==> src/hw/rtl/tesp_pkg.sv <==
// tesp_pkg: types, codes and helpers for the terminal escape sequence parser
// used by tesp_core and terminal_escape_sequence_parser; no dependencies
`default_nettype none

package tesp_pkg;

	// width of the first csi parameter accumulator
	localparam int PARAM_BITS = 16;
	localparam int PARAM_EXT  = PARAM_BITS + 4;
	localparam int CNT_EXT    = PARAM_BITS + 16;

	localparam logic [PARAM_BITS-1:0] PARAM_MAX = {PARAM_BITS{1'b1}};

	// control bytes
	localparam logic [7:0] C_BEL = 8'h07;
	localparam logic [7:0] C_BS  = 8'h08;
	localparam logic [7:0] C_TAB = 8'h09;
	localparam logic [7:0] C_LF  = 8'h0A;
	localparam logic [7:0] C_VT  = 8'h0B;
	localparam logic [7:0] C_FF  = 8'h0C;
	localparam logic [7:0] C_CR  = 8'h0D;
	localparam logic [7:0] C_SO  = 8'h0E;
	localparam logic [7:0] C_SI  = 8'h0F;
	localparam logic [7:0] C_CAN = 8'h18;
	localparam logic [7:0] C_SUB = 8'h1A;
	localparam logic [7:0] C_ESC = 8'h1B;
	localparam logic [7:0] C_SP  = 8'h20;
	localparam logic [7:0] C_DEL = 8'h7F;
	localparam logic [7:0] C_CSI = 8'h9B;

	// screen action codes
	typedef enum logic [3:0] {
		A_NONE  = 4'd0,
		A_PRINT = 4'd1,
		A_BS    = 4'd2,
		A_TAB   = 4'd3,
		A_CR    = 4'd4,
		A_NL    = 4'd5,
		A_LF    = 4'd6,
		A_RLF   = 4'd7,
		A_INS   = 4'd8,
		A_PAL   = 4'd9
	} action_t;

	// parser modes, one-hot
	typedef enum logic [11:0] {
		M_NORMAL = 12'b0000_0000_0001,
		M_ESC    = 12'b0000_0000_0010,
		M_CSI    = 12'b0000_0000_0100,
		M_OSC    = 12'b0000_0000_1000,
		M_EAT    = 12'b0000_0001_0000,
		M_OSC4   = 12'b0000_0010_0000,
		M_OSC5   = 12'b0000_0100_0000,
		M_PAL    = 12'b0000_1000_0000,
		M_ESCNUM = 12'b0001_0000_0000,
		M_ESCPCT = 12'b0010_0000_0000,
		M_LPAREN = 12'b0100_0000_0000,
		M_RPAREN = 12'b1000_0000_0000
	} mode_t;

	// parser state carried from item to item
	typedef struct packed {
		mode_t                 mode;
		logic [PARAM_BITS-1:0] first_param;
		logic                  have_param;
		logic                  param_closed;
		logic [2:0]            hex_count;
		logic [3:0]            pend_index;
		logic [23:0]           pend_rgb;
	} state_t;

	// one result item
	typedef struct packed {
		logic        warn;
		logic [23:0] palette_rgb;
		logic [3:0]  palette_index;
		logic [15:0] blank_count;
		logic [7:0]  print_byte;
		action_t     action;
	} result_t;

	// state after a mode change: all parameter registers cleared
	function automatic state_t enter_mode(input mode_t m);
		state_t s;
		s = '0;
		s.mode = m;
		return s;
	endfunction

	// uppercase hex digit decode, bit 4 marks a valid digit
	function automatic logic [4:0] hex_decode(input logic [7:0] c);
		logic [4:0] r;
		r = '0;
		if (c >= 8'h30 && c <= 8'h39) begin
			r = {1'b1, c[3:0]};
		end else if (c >= 8'h41 && c <= 8'h46) begin
			r = {1'b1, 4'(c[3:0] + 4'd9)};
		end
		return r;
	endfunction

endpackage

`default_nettype wire

==> src/hw/rtl/tesp_core.sv <==
// tesp_core: next-state and result logic for one byte of the parser
// depends on tesp_pkg
`default_nettype none

module tesp_core
	import tesp_pkg::*;
(
	input  wire logic [7:0] in_byte,
	input  wire state_t     cur,
	output state_t          nxt,
	output result_t         res
);

	logic                  ctrl;
	logic                  done;
	logic [4:0]            hex;
	logic [2:0]            hex_cnt;
	logic [23:0]           rgb_next;
	logic [PARAM_EXT-1:0]  acc;
	logic [CNT_EXT-1:0]    cnt_ext;

	// shared arithmetic pieces
	always_comb begin
		hex      = hex_decode(in_byte);
		hex_cnt  = cur.hex_count + 3'd1;
		rgb_next = {cur.pend_rgb[19:0], hex[3:0]};
		acc      = (PARAM_EXT'(cur.first_param) << 3) + (PARAM_EXT'(cur.first_param) << 1)
			+ PARAM_EXT'(in_byte[3:0]);
		cnt_ext  = cur.have_param ? CNT_EXT'(cur.first_param) : CNT_EXT'(1);
	end

	// byte decode per mode
	always_comb begin
		nxt  = cur;
		res  = '0;
		done = 1'b0;
		ctrl = (cur.mode != M_EAT)
			&& (in_byte < C_SP || in_byte == C_DEL || in_byte == C_CSI);

		// control bytes act in every mode but eat
		if (ctrl) begin
			done = 1'b1;
			case (in_byte)
				C_BEL, C_DEL: ;
				C_BS: res.action = A_BS;
				C_TAB: res.action = A_TAB;
				C_LF, C_VT, C_FF: res.action = A_NL;
				C_CR: res.action = A_CR;
				C_SO, C_SI: res.warn = 1'b1;
				C_CAN, C_SUB: nxt = enter_mode(M_NORMAL);
				C_ESC: nxt = enter_mode(M_ESC);
				C_CSI: nxt = enter_mode(M_CSI);
				default: done = 1'b0;
			endcase
		end

		if (!done) begin
			case (cur.mode)
				M_ESC: begin
					nxt = enter_mode(M_NORMAL);
					case (in_byte)
						"c", "Z", ">", "=": ;
						"D": res.action = A_LF;
						"E": res.action = A_NL;
						"M": res.action = A_RLF;
						"H", "7", "8": res.warn = 1'b1;
						"[": nxt = enter_mode(M_CSI);
						"%": nxt = enter_mode(M_ESCPCT);
						"#": nxt = enter_mode(M_ESCNUM);
						"(": nxt = enter_mode(M_LPAREN);
						")": nxt = enter_mode(M_RPAREN);
						"]": nxt = enter_mode(M_OSC);
						default: res.warn = 1'b1;
					endcase
				end
				M_CSI: begin
					if (in_byte >= "0" && in_byte <= "9") begin
						// digits only count toward the first parameter
						if (!cur.param_closed) begin
							nxt.first_param = (acc > PARAM_EXT'(PARAM_MAX)) ? PARAM_MAX
								: acc[PARAM_BITS-1:0];
							nxt.have_param  = 1'b1;
						end
					end else if (in_byte == ";") begin
						nxt.have_param   = 1'b1;
						nxt.param_closed = 1'b1;
					end else if (in_byte == "@") begin
						res.action      = A_INS;
						res.blank_count = (cnt_ext > CNT_EXT'(16'hFFFF)) ? 16'hFFFF
							: cnt_ext[15:0];
						res.warn        = cur.param_closed;
						nxt             = enter_mode(M_NORMAL);
					end else if (in_byte >= 8'h40 && in_byte <= 8'h7E) begin
						res.warn = 1'b1;
						nxt      = enter_mode(M_NORMAL);
					end else begin
						res.warn = 1'b1;
					end
				end
				M_ESCPCT, M_ESCNUM, M_LPAREN, M_RPAREN: begin
					res.warn = 1'b1;
					nxt      = enter_mode(M_NORMAL);
				end
				M_OSC: begin
					nxt = enter_mode(M_NORMAL);
					case (in_byte)
						"P": nxt = enter_mode(M_PAL);
						"0", "1", "2": nxt = enter_mode(M_EAT);
						"4": nxt = enter_mode(M_OSC4);
						"5": nxt = enter_mode(M_OSC5);
						default: res.warn = 1'b1;
					endcase
				end
				M_EAT: begin
					if (in_byte == C_BEL) begin
						nxt = enter_mode(M_NORMAL);
					end
				end
				M_OSC4: begin
					res.warn = (in_byte != "6");
					nxt      = enter_mode(M_EAT);
				end
				M_OSC5: begin
					res.warn = (in_byte != "0");
					nxt      = enter_mode(M_EAT);
				end
				M_PAL: begin
					// first digit is the index, then six rgb digits
					if (!hex[4]) begin
						res.warn = 1'b1;
					end else begin
						nxt.hex_count = hex_cnt;
						if (hex_cnt == 3'd1) begin
							nxt.pend_index = hex[3:0];
						end else begin
							nxt.pend_rgb = rgb_next;
							if (hex_cnt == 3'd7) begin
								res.action        = A_PAL;
								res.palette_index = cur.pend_index;
								res.palette_rgb   = rgb_next;
								nxt               = enter_mode(M_NORMAL);
							end
						end
					end
				end
				default: begin
					res.action     = A_PRINT;
					res.print_byte = in_byte;
				end
			endcase
		end
	end

endmodule

`default_nettype wire

==> src/hw/rtl/terminal_escape_sequence_parser.sv <==
// terminal_escape_sequence_parser: top level, input register, parser state and result register
// depends on tesp_pkg and tesp_core
// an accepted input item passes the input register and then the result register to the master side
// throughput: one item per cycle while the master side does not stall, set by the single parser state update per byte
// reset: arst_n clears both valid flags and returns the parser to normal text mode
`default_nettype none

module terminal_escape_sequence_parser
	import tesp_pkg::*;
(
	input  wire logic        clk,
	input  wire logic        arst_n,
	input  wire logic        s_tvalid,
	output logic             s_tready,
	input  wire logic [7:0]  s_tdata,   // [7:0] in_byte
	output logic             m_tvalid,
	input  wire logic        m_tready,
	output logic [55:0]      m_tdata,   // [3:0] action, [11:4] print_byte,
	                                    // [27:12] blank_count, [31:28] palette_index,
	                                    // [55:32] palette_rgb
	output logic             m_tuser    // [0] warn
);

	logic        valid_s1;
	logic [7:0]  byte_s1;
	logic        out_valid_q;
	result_t     out_q;
	state_t      state_q;
	state_t      state_nxt;
	result_t     res;
	logic        advance;

	// the registered byte moves on whenever the result register is free or drained
	assign advance  = valid_s1 && (!out_valid_q || m_tready);
	assign s_tready = !valid_s1 || advance;

	// input register
	always_ff @(posedge clk or negedge arst_n) begin
		if (!arst_n) begin
			valid_s1 <= 1'b0;
		end else if (s_tready) begin
			valid_s1 <= s_tvalid;
		end
	end

	always_ff @(posedge clk) begin
		if (s_tready && s_tvalid) begin
			byte_s1 <= s_tdata;
		end
	end

	tesp_core u_core (
		.in_byte (byte_s1),
		.cur     (state_q),
		.nxt     (state_nxt),
		.res     (res)
	);

	// parser state, updated once per item
	always_ff @(posedge clk or negedge arst_n) begin
		if (!arst_n) begin
			state_q <= enter_mode(M_NORMAL);
		end else if (advance) begin
			state_q <= state_nxt;
		end
	end

	// result register
	always_ff @(posedge clk or negedge arst_n) begin
		if (!arst_n) begin
			out_valid_q <= 1'b0;
		end else if (advance) begin
			out_valid_q <= 1'b1;
		end else if (m_tready) begin
			out_valid_q <= 1'b0;
		end
	end

	always_ff @(posedge clk) begin
		if (advance) begin
			out_q <= res;
		end
	end

	assign m_tvalid = out_valid_q;
	assign m_tdata  = {out_q.palette_rgb, out_q.palette_index, out_q.blank_count,
		out_q.print_byte, out_q.action};
	assign m_tuser  = out_q.warn;

endmodule

`default_nettype wire

==> config.mk <==
export PLATFORM = sky130hd
export DESIGN_NAME = terminal_escape_sequence_parser
export DESIGN_NICKNAME = d
export VERILOG_FILES = /design/src/hw/rtl/tesp_pkg.sv /design/src/hw/rtl/tesp_core.sv /design/src/hw/rtl/terminal_escape_sequence_parser.sv
export SDC_FILE = /design/constraint.sdc
export NUM_CORES = 1
export LEC_CHECK = 0
export ABC_AREA = 1
export BUFFER_PORTS_ARGS = -buffer_cell sky130_fd_sc_hd__clkbuf_2
export CAP_MARGIN = 20
export CORE_UTILIZATION = 36
export DETAILED_ROUTE_END_ITERATION = 8
export PLACE_DENSITY_LB_ADDON = 0.1
export SLEW_MARGIN = 15
export SYNTH_ARGS = -nofsm -noshare
export SYNTH_HDL_FRONTEND = slang
export SYNTH_HIERARCHICAL = 1
export SYNTH_SLANG_ARGS = --single-unit
export TNS_END_PERCENT = 10
==> constraint.sdc <==
create_clock -name clk -period 8.37 [get_ports clk]
set_input_delay 0.4185 -clock clk [delete_from_list [all_inputs] [get_ports clk]]
set_output_delay 0.4185 -clock clk [all_outputs]
set_load 0.05 [all_outputs]
==> reports/qor.yml, run 1 <==
outcome: "completed"
fin_hold_ws_ps: 150
syn_avg_cell_area_um2: 7.13
cp_cell_sequence: "fa_1 > fa_1 > nand3_1 > nand2_1 > nand2_1 > nand2_1 > nand3_1 > nand2_1 > nand2_1 > nand2_1 > nor2_1 > nand2_2 > o21ai_0 > nand2_1 > nand3_1 > nand2_1"
fin_skew_ps: 16.2
syn-num-nets: 1271
crit_top_cell: "nand2_1"
cp.required_ps: 8680
clkSinkCount: 124
critPathSlowestCell: "edfxtp_1"
num_vias: 7979
crit-reg2reg-launch: "byte_s1[3]"
fmax_mhz: 276
slew_headroom_pct: 43.7
grt_pass1_wl_mm: 40.1
power_density_mw_per_mm2: 183
grt_util_all_layers_pct: 21.2
drc: 0
cp_max_fo: 14
antennaDiodeCount: 0
syn_area_mm2: 0.00869
cts_hold_buf: 0
tns_ps: 0
critPathLaunch: "byte_s1[3]"
hp-class: "in -> async"
endpoint_kind: "flip-flop"
dp.cells: 1567
period_needed_ps: 3630
antenna_found_initial: 0
fp.dieW_um: 157
place_congestion: 0.905
syn_inst: 1218
overflow: 0
clock_latency_ps: 430
grt_pass1_vias: 7549
peakVddDrop_v: 0.000134
finalHoldViolCount: 0
slowest_delay_ps: 630
syn2layout_area_growth_pct: 12.7
ant_nets: 0
cts.clk_slew.worst_paths_ps: 70
drt-vias-per-instance: 4.99
core-area_mm2: 0.0235
fp.dieArea_mm2: 0.0248
maxCapViolCount: 0
startpoint_type: "flip-flop"
grt_max_degree: 60
crit_type: "reg -> reg"
post_drt_wl_per_cell_um: 15.5
cts_buffers: 17
cts_resized: 0
start_util_pct: 36.9
num_rows: 56
clockRootBuffer: "clkbuf_16"
finalCritPeriodShare_pct: 43.4
clockBufferDepth: 2
leakage_uw: 0.00485
pin_count: 71
drv_slew: 0
critical_path_buf_inv_count: 0
dieHeight_um: 157
cts_tree: "done"
multiInputGateArea_mm2: 0.00452
fillCellCount: 2495
worst_pin_slew_ps: 841
seq_area_mm2: 0.00343
htreeDepth: 4
postCtsSetupBuffers: 0
layoutNonFillerInstCount: 1600
first_pass_iters: 5
routed_wl_mm: 24.8
nNetsFinal: 1321
drive_above_1_share_pct: 12.0
crit_family: "simple AND/OR/NAND/NOR gates"
io_buffers: 70
yosysWarnings: 6
crit_arrival_ps: 3940
finalSetupViolCount: 0
dp_hpwl_mm: 17.4
drt_iter0_drc: 482
rsz0062_at_grt: "false"
-- metrics by stage --
stage / util [%] / area (µm²) / worst slack [ps] / total power, µW
after floorplan: - / 8690 / 5430 / 981
after global placement: 39.0 / 9190 / 4620 / 1050
after detailed placement: 39.0 / 9190 / 4590 / 1050
after CTS: 41.5 / 9780 / 4560 / 1820
after global routing: 41.6 / 9790 / 4350 / 1870
final: 41.6 / 9790 / 4740 / 1790
-- layer usage --
| metal | vias up | track usage, % | wire length (µm) |
|---|---|---|---|
| li1 | 4078 | - | - |
| met5 | - | 0 | 0 |
| met2 | 188 | 34.5 | 11900 |
| met3 | 47 | 3.33 | 850 |
| met1 | 3666 | 27.5 | 11200 |
| met4 | 0 | 9.52 | 784 |
-- cell usage in the layout, fill, tap and decap left out, types with 3 or more instances in the layout --
cell and instances:
clkinv_4 3, buf_4 6, nor2_4 4, nand2_2 13
a21oi_1 44, dfrtp_1 57, ha_1 39, inv_6 3
o211ai_1 3, nand3_2 4, xor2_1 6, clkbuf_16 17
nor3_1 15, xnor2_1 6, inv_1 103, nor2_1 126
nand2_1 403, edfxtp_1 65, o21ai_0 36, clkbuf_2 70
o21ai_1 10, nor2_2 3, nand4_1 10, nand3_1 189
inv_2 13
-- report_power, final --
group	internal, µW	total, µW	switching (µW)
clock	445	758	313
sequential	692	711	18.9
combinational	56.3	326	270
total	1190	1790	601
-- worst paths after layout --
kind,end,slack [ps],cells past startpoint
setup / recovery,state_q[33],4740,16
hold / removal,valid_s1,150,2
setup reg to reg,state_q[33],4740,16
hold reg to reg,state_q[26],500,2
max in group asynchronous,state_q[43],7660,2
min in group clk,byte_s1[4],160,1
-- cell type report --
class	count	share of cell area (%)
Clock buffer	18	4.38
Clock inverter	14	1.64
Inverter	118	4.52
Multi-Input combinational cell	930	46.2
Sequential cell	124	35.0
Tap cell	319	4.08
Timing Repair Buffer	77	4.19
-- registers in the layout (all words and copies together) (netlist names) --
register and count:
m_tuser 1, state_q 57, m_tvalid 1, byte_s1 8
valid_s1 1, m_tdata 56
-- worst register-to-register path, stage by stage, from the launching register on --
cell      delay [ps]
edfxtp_1         630
fa_1             610
fa_1             480
nand3_1          100
nand2_1          120
nand2_1           90
nand2_1          120
nand3_1          130
nand2_1           60
nand2_1           80
nand2_1           50
nor2_1           400
nand2_2          220
o21ai_0          230
nand2_1           70
nand3_1           80
nand2_1           60
No activity file was read; power rests on OpenSTA's default activity.
==> run 2: changes to the inputs <==
--- a/config.mk
+++ b/config.mk
@@ -5,7 +5,7 @@
 export SDC_FILE = /design/constraint.sdc
 export NUM_CORES = 1
 export LEC_CHECK = 0
-export ABC_AREA = 1
+export ABC_AREA = 0
 export BUFFER_PORTS_ARGS = -buffer_cell sky130_fd_sc_hd__clkbuf_2
 export CAP_MARGIN = 20
 export CORE_UTILIZATION = 36
==> constraint.sdc (replaced) <==
create_clock -name clk -period 3.6 [get_ports clk]
set_input_delay 0.18 -clock clk [delete_from_list [all_inputs] [get_ports clk]]
set_output_delay 0.18 -clock clk [all_outputs]
set_load 0.05 [all_outputs]
==> run 2 against run 1 <==
- first-iteration DRC count up 19%
- critical path depth decreased by 4
- clock power up 130%
- sequential power increased by 120%
- cell count shrank 30%
- sequential share of layout area is 0.70 points higher
- routed wire length is 12% lower
- worst hold slack got worse by 86 ps
==> reports/qor.yml, run 2 <==
cp.required_ps: 3900  # -4780 ps
drc: 0  # unchanged
fp.dieArea_mm2: 0.0226  # -8.7%
start_util_pct: 37.2  # +0.31 points
rsz0062_at_grt: "true"
fin_util_pct: 45.1  # +3.5 points
syn-num-nets: 775  # -39%
maxCapViolCount: 0  # unchanged
place_congestion: 0.907  # +0.14%
min_path_cells: 3
grt_util_all_layers_pct: 20.3  # -0.83 points
clkSinkCount: 124  # unchanged
num_vias: 6313  # -21%
clockRootBuffer: "clkbuf_16"
clockBufferDepth: 2  # unchanged
core-area_mm2: 0.0213  # -9.6%
p_sw_uw: 1150  # +92%
yosysWarnings: 6  # unchanged
antennaDiodeCount: 0  # unchanged
peakVddDrop_v: 0.000313  # +130%
cts.clk_slew.worst_paths_ps: 60  # about the same
syn_inst: 722  # -41%
crit-reg2reg-launch: "state_q[35]"
cp_max_fo: 16  # +2
layoutNonFillerInstCount: 1124  # -30%
endpoint_kind: "flip-flop"
cts_buffers: 17  # unchanged
antenna_found_initial: 0  # unchanged
clock_latency_ps: 420  # about the same
nNetsFinal: 889  # -33%
outcome: "completed"
startpoint_type: "flip-flop"
post_drt_wl_per_cell_um: 19.4  # +25%
hp-class: "in -> reg"
final_common_cell: "clkbuf_2"
htreeDepth: 4  # unchanged
pwr-share-comb_pct: 13.4  # -4.8 points
finalSetupViolCount: 0  # unchanged
overflow: 0  # unchanged
power_density_mw_per_mm2: 401  # +120%
drive_above_1_share_pct: 29.8  # +18 points
finalHoldViolCount: 0  # unchanged
dp_hpwl_mm: 15.8  # -9.1%
ant_nets: 0  # unchanged
num_rows: 53  # -5.4%
period_needed_ps: 3450  # -178 ps
grt_pass1_vias: 6324  # -16%
largest_reg_flops: 57  # unchanged
whs_endpoint: "m_tvalid"
syn_avg_cell_area_um2: 11.0  # +54%
p_int_uw: 2690  # +130%
reg2reg_depth: 12  # -4
io_buffers: 70  # unchanged
pin_count: 71  # unchanged
drt-vias-per-instance: 5.62  # +13%
grt_pass1_wl_mm: 35.2  # -12%
dp.cells: 1078  # -31%
final_cell_mix: "70 x clkbuf_2, 65 x edfxtp_1, 58 x dfrtp_1"
cts_tree: "done"
dieHeight_um: 150  # -4.5%
finalCritPeriodShare_pct: 95.9  # +53 points
grt_max_degree: 52  # -13%
fp.dieW_um: 150  # -4.5%
leakage_uw: 0.00420  # -14%
routed_wl_mm: 21.8  # -12%
switching_share_pct: 30.0  # -3.5 points
drv_slew: 0  # unchanged
worst_pin_slew_ps: 978  # +137 ps
regToRegSetupSlack_ps: 150  # -4590 ps
p_seq_share_pct: 41.2  # +1.6 points
top_register: "state_q"
drt_iter0_drc: 574  # +19%
fin_skew_ps: 13.6  # -2.67 ps
clock_power_share_pct: 45.4  # +3.2 points
worstHoldStart: "m_tready"
fmax_mhz: 290  # +5.1%
crit_arrival_ps: 3750  # -190 ps
syn_area_mm2: 0.00792  # -8.8%
total_power_uw: 3840  # +110%
tns_ps: 0  # unchanged
crit_type: "reg -> reg"
syn2layout_area_growth_pct: 21.2
first_pass_iters: 7  # +2
r2r-end: "state_q[42]"
slew_headroom_pct: 34.8  # -8.9 points
## run 2: metrics by stage
step                      area, µm²  hold slack [ps]  worst slack [ps]
final                          9600             64.3               148
after global routing           9600             78.4             -18.5
after CTS                      9510             50.6              28.3
after detailed placement       8780              297              -161
after global placement         8780              302             -27.2
after floorplan                7920             -116              39.6
## run 2: how the worst max path moves through the flow
stage	from	to	slack (ps)	cells past startpoint
2_1_floorplan	state_q[33]	state_q[43]	40	12
3_3_place_gp	byte_s1[3]	state_q[44]	-30	12
3_5_place_dp	byte_s1[3]	state_q[42]	-160	12
4_1_cts	state_q[35]	state_q[38]	30	12
5_1_grt	state_q[35]	state_q[41]	-20	12
6_report	state_q[35]	state_q[42]	150	12
## run 2: cell type report
type / instances / area [µm²]
Clock buffer: 17 / 425
Clock inverter: 15 / 169
Fill cell: 2010 / 11700
Inverter: 30 / 113
Multi-Input combinational cell: 530 / 4260
Sequential cell: 124 / 3430
Tap cell: 275 / 344
Timing Repair Buffer: 133 / 861
## run 2: timing repair
item,4_1_cts,5_1_grt
hold buffers,10,0
hold endpoints to repair,32,0
resized for setup,8,13
setup buffers,0,4
pin swaps,2,4
setup endpoints to repair,16,43
## run 2: critical path, cell delays in order (launching register included)
cell and delay, ps:
dfrtp_1 400, fa_1 540, fa_2 420, a21oi_2 180, o2111ai_2 180, o31a_1 300
a211oi_2 210, xor2_1 210, o211ai_2 140, buf_12 180, a211oi_4 210, a211oi_1 80
mux2_4 270
## run 2: metal layers
layer | GRT usage [%] | routed length (µm)
met4 | 6.62 | 389
met5 | 0 | 0
met1 | 28.5 | 10300
met3 | 3.73 | 1220
met2 | 31.5 | 9920
## run 2: power groups by stage
stage	clock, µW	combinational [µW]	sequential [µW]
floorplan	0	213	1760
global placement	0	500	1610
detailed placement	0	500	1610
CTS	1790	510	1590
global route	1850	547	1590
finish	1740	517	1580
==> run 3: changes to the inputs <==
--- a/config.mk
+++ b/config.mk
@@ -6,10 +6,11 @@
 export NUM_CORES = 1
 export LEC_CHECK = 0
 export ABC_AREA = 0
-export BUFFER_PORTS_ARGS = -buffer_cell sky130_fd_sc_hd__clkbuf_2
 export CAP_MARGIN = 20
 export CORE_UTILIZATION = 36
+export CTS_BUF_LIST = sky130_fd_sc_hd__clkbuf_8 sky130_fd_sc_hd__clkbuf_16
 export DETAILED_ROUTE_END_ITERATION = 8
+export DONT_BUFFER_PORTS = 1
 export PLACE_DENSITY_LB_ADDON = 0.1
 export SLEW_MARGIN = 15
 export SYNTH_ARGS = -nofsm -noshare
==> run 3 against run 2 <==
- clock power is 3% higher
- via count is 5.6% lower
- largest cell class unchanged
- first-iteration DRC count is 23% lower
- cell count is 6.0% lower
- largest power group unchanged
- global-route usage decreased by 0.49 points
- worst setup slack got worse by 41 ps
- highest routed layer unchanged
- design area shrank 3.3%
- register-to-register slack got worse by 40 ps
- power increased by 0.61%
- die area is the same
- non-clock buffer count shrank 67
==> reports/qor.yml, run 3 (same netlist as run 2, synthesis figures left out) <==
outcome: "completed"
core-area_mm2: 0.0213  # unchanged
slew_headroom_pct: 43.1  # +8.3 points
critPathLaunch: "byte_s1[3]"
drc: 0  # unchanged
first_pass_iters: 5  # -2
power_density_mw_per_mm2: 417  # +4.1%
fmax_mhz: 286  # -1.2%
dieHeight_um: 150  # unchanged
slowest_delay_ps: 540  # about the same
regToRegSetupSlack_ps: 110  # -40 ps
dp.cells: 1010  # -6.3%
fp.dieW_um: 150  # unchanged
htreeDepth: 4  # unchanged
whs_endpoint: "byte_s1[6]"
num_vias: 5962  # -5.6%
antenna_found_initial: 0  # unchanged
io_buffers: 0  # -100%
largest_reg_flops: 57  # unchanged
place_congestion: 0.889  # -2.0%
fp.dieArea_mm2: 0.0226  # unchanged
drt-vias-per-instance: 5.64  # +0.43%
grt_pass1_wl_mm: 34.0  # -3.3%
drt_iter0_drc: 442  # -23%
crit_type: "reg -> reg"
cp_max_fo: 16  # unchanged
startpoint_type: "flip-flop"
layoutNonFillerInstCount: 1057  # -6.0%
crit-reg2reg-launch: "byte_s1[3]"
r2r-end: "state_q[40]"
overflow: 0  # unchanged
grt_util_all_layers_pct: 19.8  # -0.49 points
ant_nets: 0  # unchanged
finalCritPeriodShare_pct: 97.0  # +1.1 points
clockBufferDepth: 2  # unchanged
clkSinkCount: 124  # unchanged
placed_cell_area_mm2: 0.00844  # -3.8%
crit_arrival_ps: 3790  # +40 ps
crit_family: "compound AO/OA/AOI/OAI gates"
leakage_uw: 0.00393  # -6.3%
final_cell_mix: "65 x edfxtp_1, 58 x dfrtp_1, 56 x mux2_4"
pin_count: 71  # unchanged
endpoint_kind: "flip-flop"
min_path_cells: 1  # -2
drive_above_1_share_pct: 23.0  # -6.8 points
critical_path_buf_inv_count: 1  # unchanged
period_needed_ps: 3490  # +41.4 ps
post_drt_wl_per_cell_um: 20.1  # +3.6%
rsz0062_at_grt: "true"
crit_top_cell: "a211oi_1"
finalSetupViolCount: 0  # unchanged
cts_buffers: 17  # unchanged
fin_skew_ps: 13.0  # -0.509 ps
pre_cts_slack_ps: -163  # -2.01 ps
hp-class: "in -> reg"
cts_tree: "done"
antennaDiodeCount: 0  # unchanged
peakVddDrop_v: 0.000287  # -8.1%
routed_wl_mm: 21.3  # -2.6%
worstHoldStart: "s_tvalid"
num_rows: 53  # unchanged
reg2reg_depth: 12  # unchanged
syn2layout_area_growth_pct: 17.1
fin_util_pct: 43.6  # -1.5 points
nNetsFinal: 822  # -7.5%
clock_latency_ps: 420  # about the same
drv_slew: 0  # unchanged
cp_cell_sequence: "fa_1 > fa_2 > a21oi_2 > o2111ai_2 > o31a_1 > a211oi_2 > xor2_1 > o211ai_2 > buf_12 > a211oi_1 > a211oi_1 > mux2_4"
cp.required_ps: 3900  # about the same
finalHoldViolCount: 0  # unchanged
grt_pass1_vias: 6011  # -4.9%
clockRootBuffer: "clkbuf_16"
maxCapViolCount: 0  # unchanged
worst_pin_slew_ps: 846  # -132 ps
cts.clk_slew.worst_paths_ps: 60  # about the same
grt_max_degree: 60  # +15%
final_common_cell: "edfxtp_1"
start_util_pct: 37.2  # unchanged
final_area_mm2: 0.00928  # -3.3%
critPathSlowestCell: "fa_1"
top_register: "state_q"
dp_hpwl_mm: 15.5  # -2.0%
fin_ws_ps: 107  # -41.4 ps
run 3: how the worst max path moves through the flow:
stage                       end  slack (ps)  depth (start not counted)
floorplan           state_q[43]          40                         12
global placement    state_q[42]         -10                         12
detailed placement  state_q[39]        -160                         12
CTS                 state_q[42]          30                         12
global route        state_q[44]         -30                         12
finish              state_q[40]         110                         12
run 3: layout make-up:
type / instances / area (µm²)
clock buffers: 18 / 439
clock inverters: 14 / 174
fillers: 2017 / 12000
inverters: 30 / 113
multi-input cells: 530 / 4220
flip-flops and latches: 124 / 3430
well taps: 275 / 344
repair buffers: 66 / 556
run 3: where the power goes:
group          switching, µW  leakage [µW]  internal [µW]
Combinational            214       0.00216            120
Sequential               177       0.00146           1560
Clock                    725      0.000305           1070
run 3: timing repair:
| action | CTS | global route |
|---|---|---|
| endpoints found under the hold margin | 69 | 0 |
| setup endpoints to repair | 16 | 17 |
| hold buffers | 12 | 0 |
| gates resized for setup | 4 | 10 |
| setup buffers | 0 | 3 |
| pin swaps | 2 | 4 |
| gates cloned | 0 | 0 |
run 3: metal layers:
| layer | global-route usage [%] | vias up | part of all wire, % |
|---|---|---|---|
| li1 | - | 2831 | - |
| met1 | 27.8 | 2914 | 49 |
| met2 | 30.5 | 198 | 45 |
| met3 | 4.36 | 19 | 4.8 |
| met4 | 5.66 | 0 | 1.5 |
| met5 | 0 | - | 0 |
run 3: through the flow:
step	total power (µW)	hold slack (ps)	TNS (ps)
2_1_floorplan	1970	-116	0
3_3_place_gp	2070	-111	-105
3_5_place_dp	2070	-110	-1920
4_1_cts	3910	174	0
5_1_grt	4010	209	-137
6_report	3870	192	0
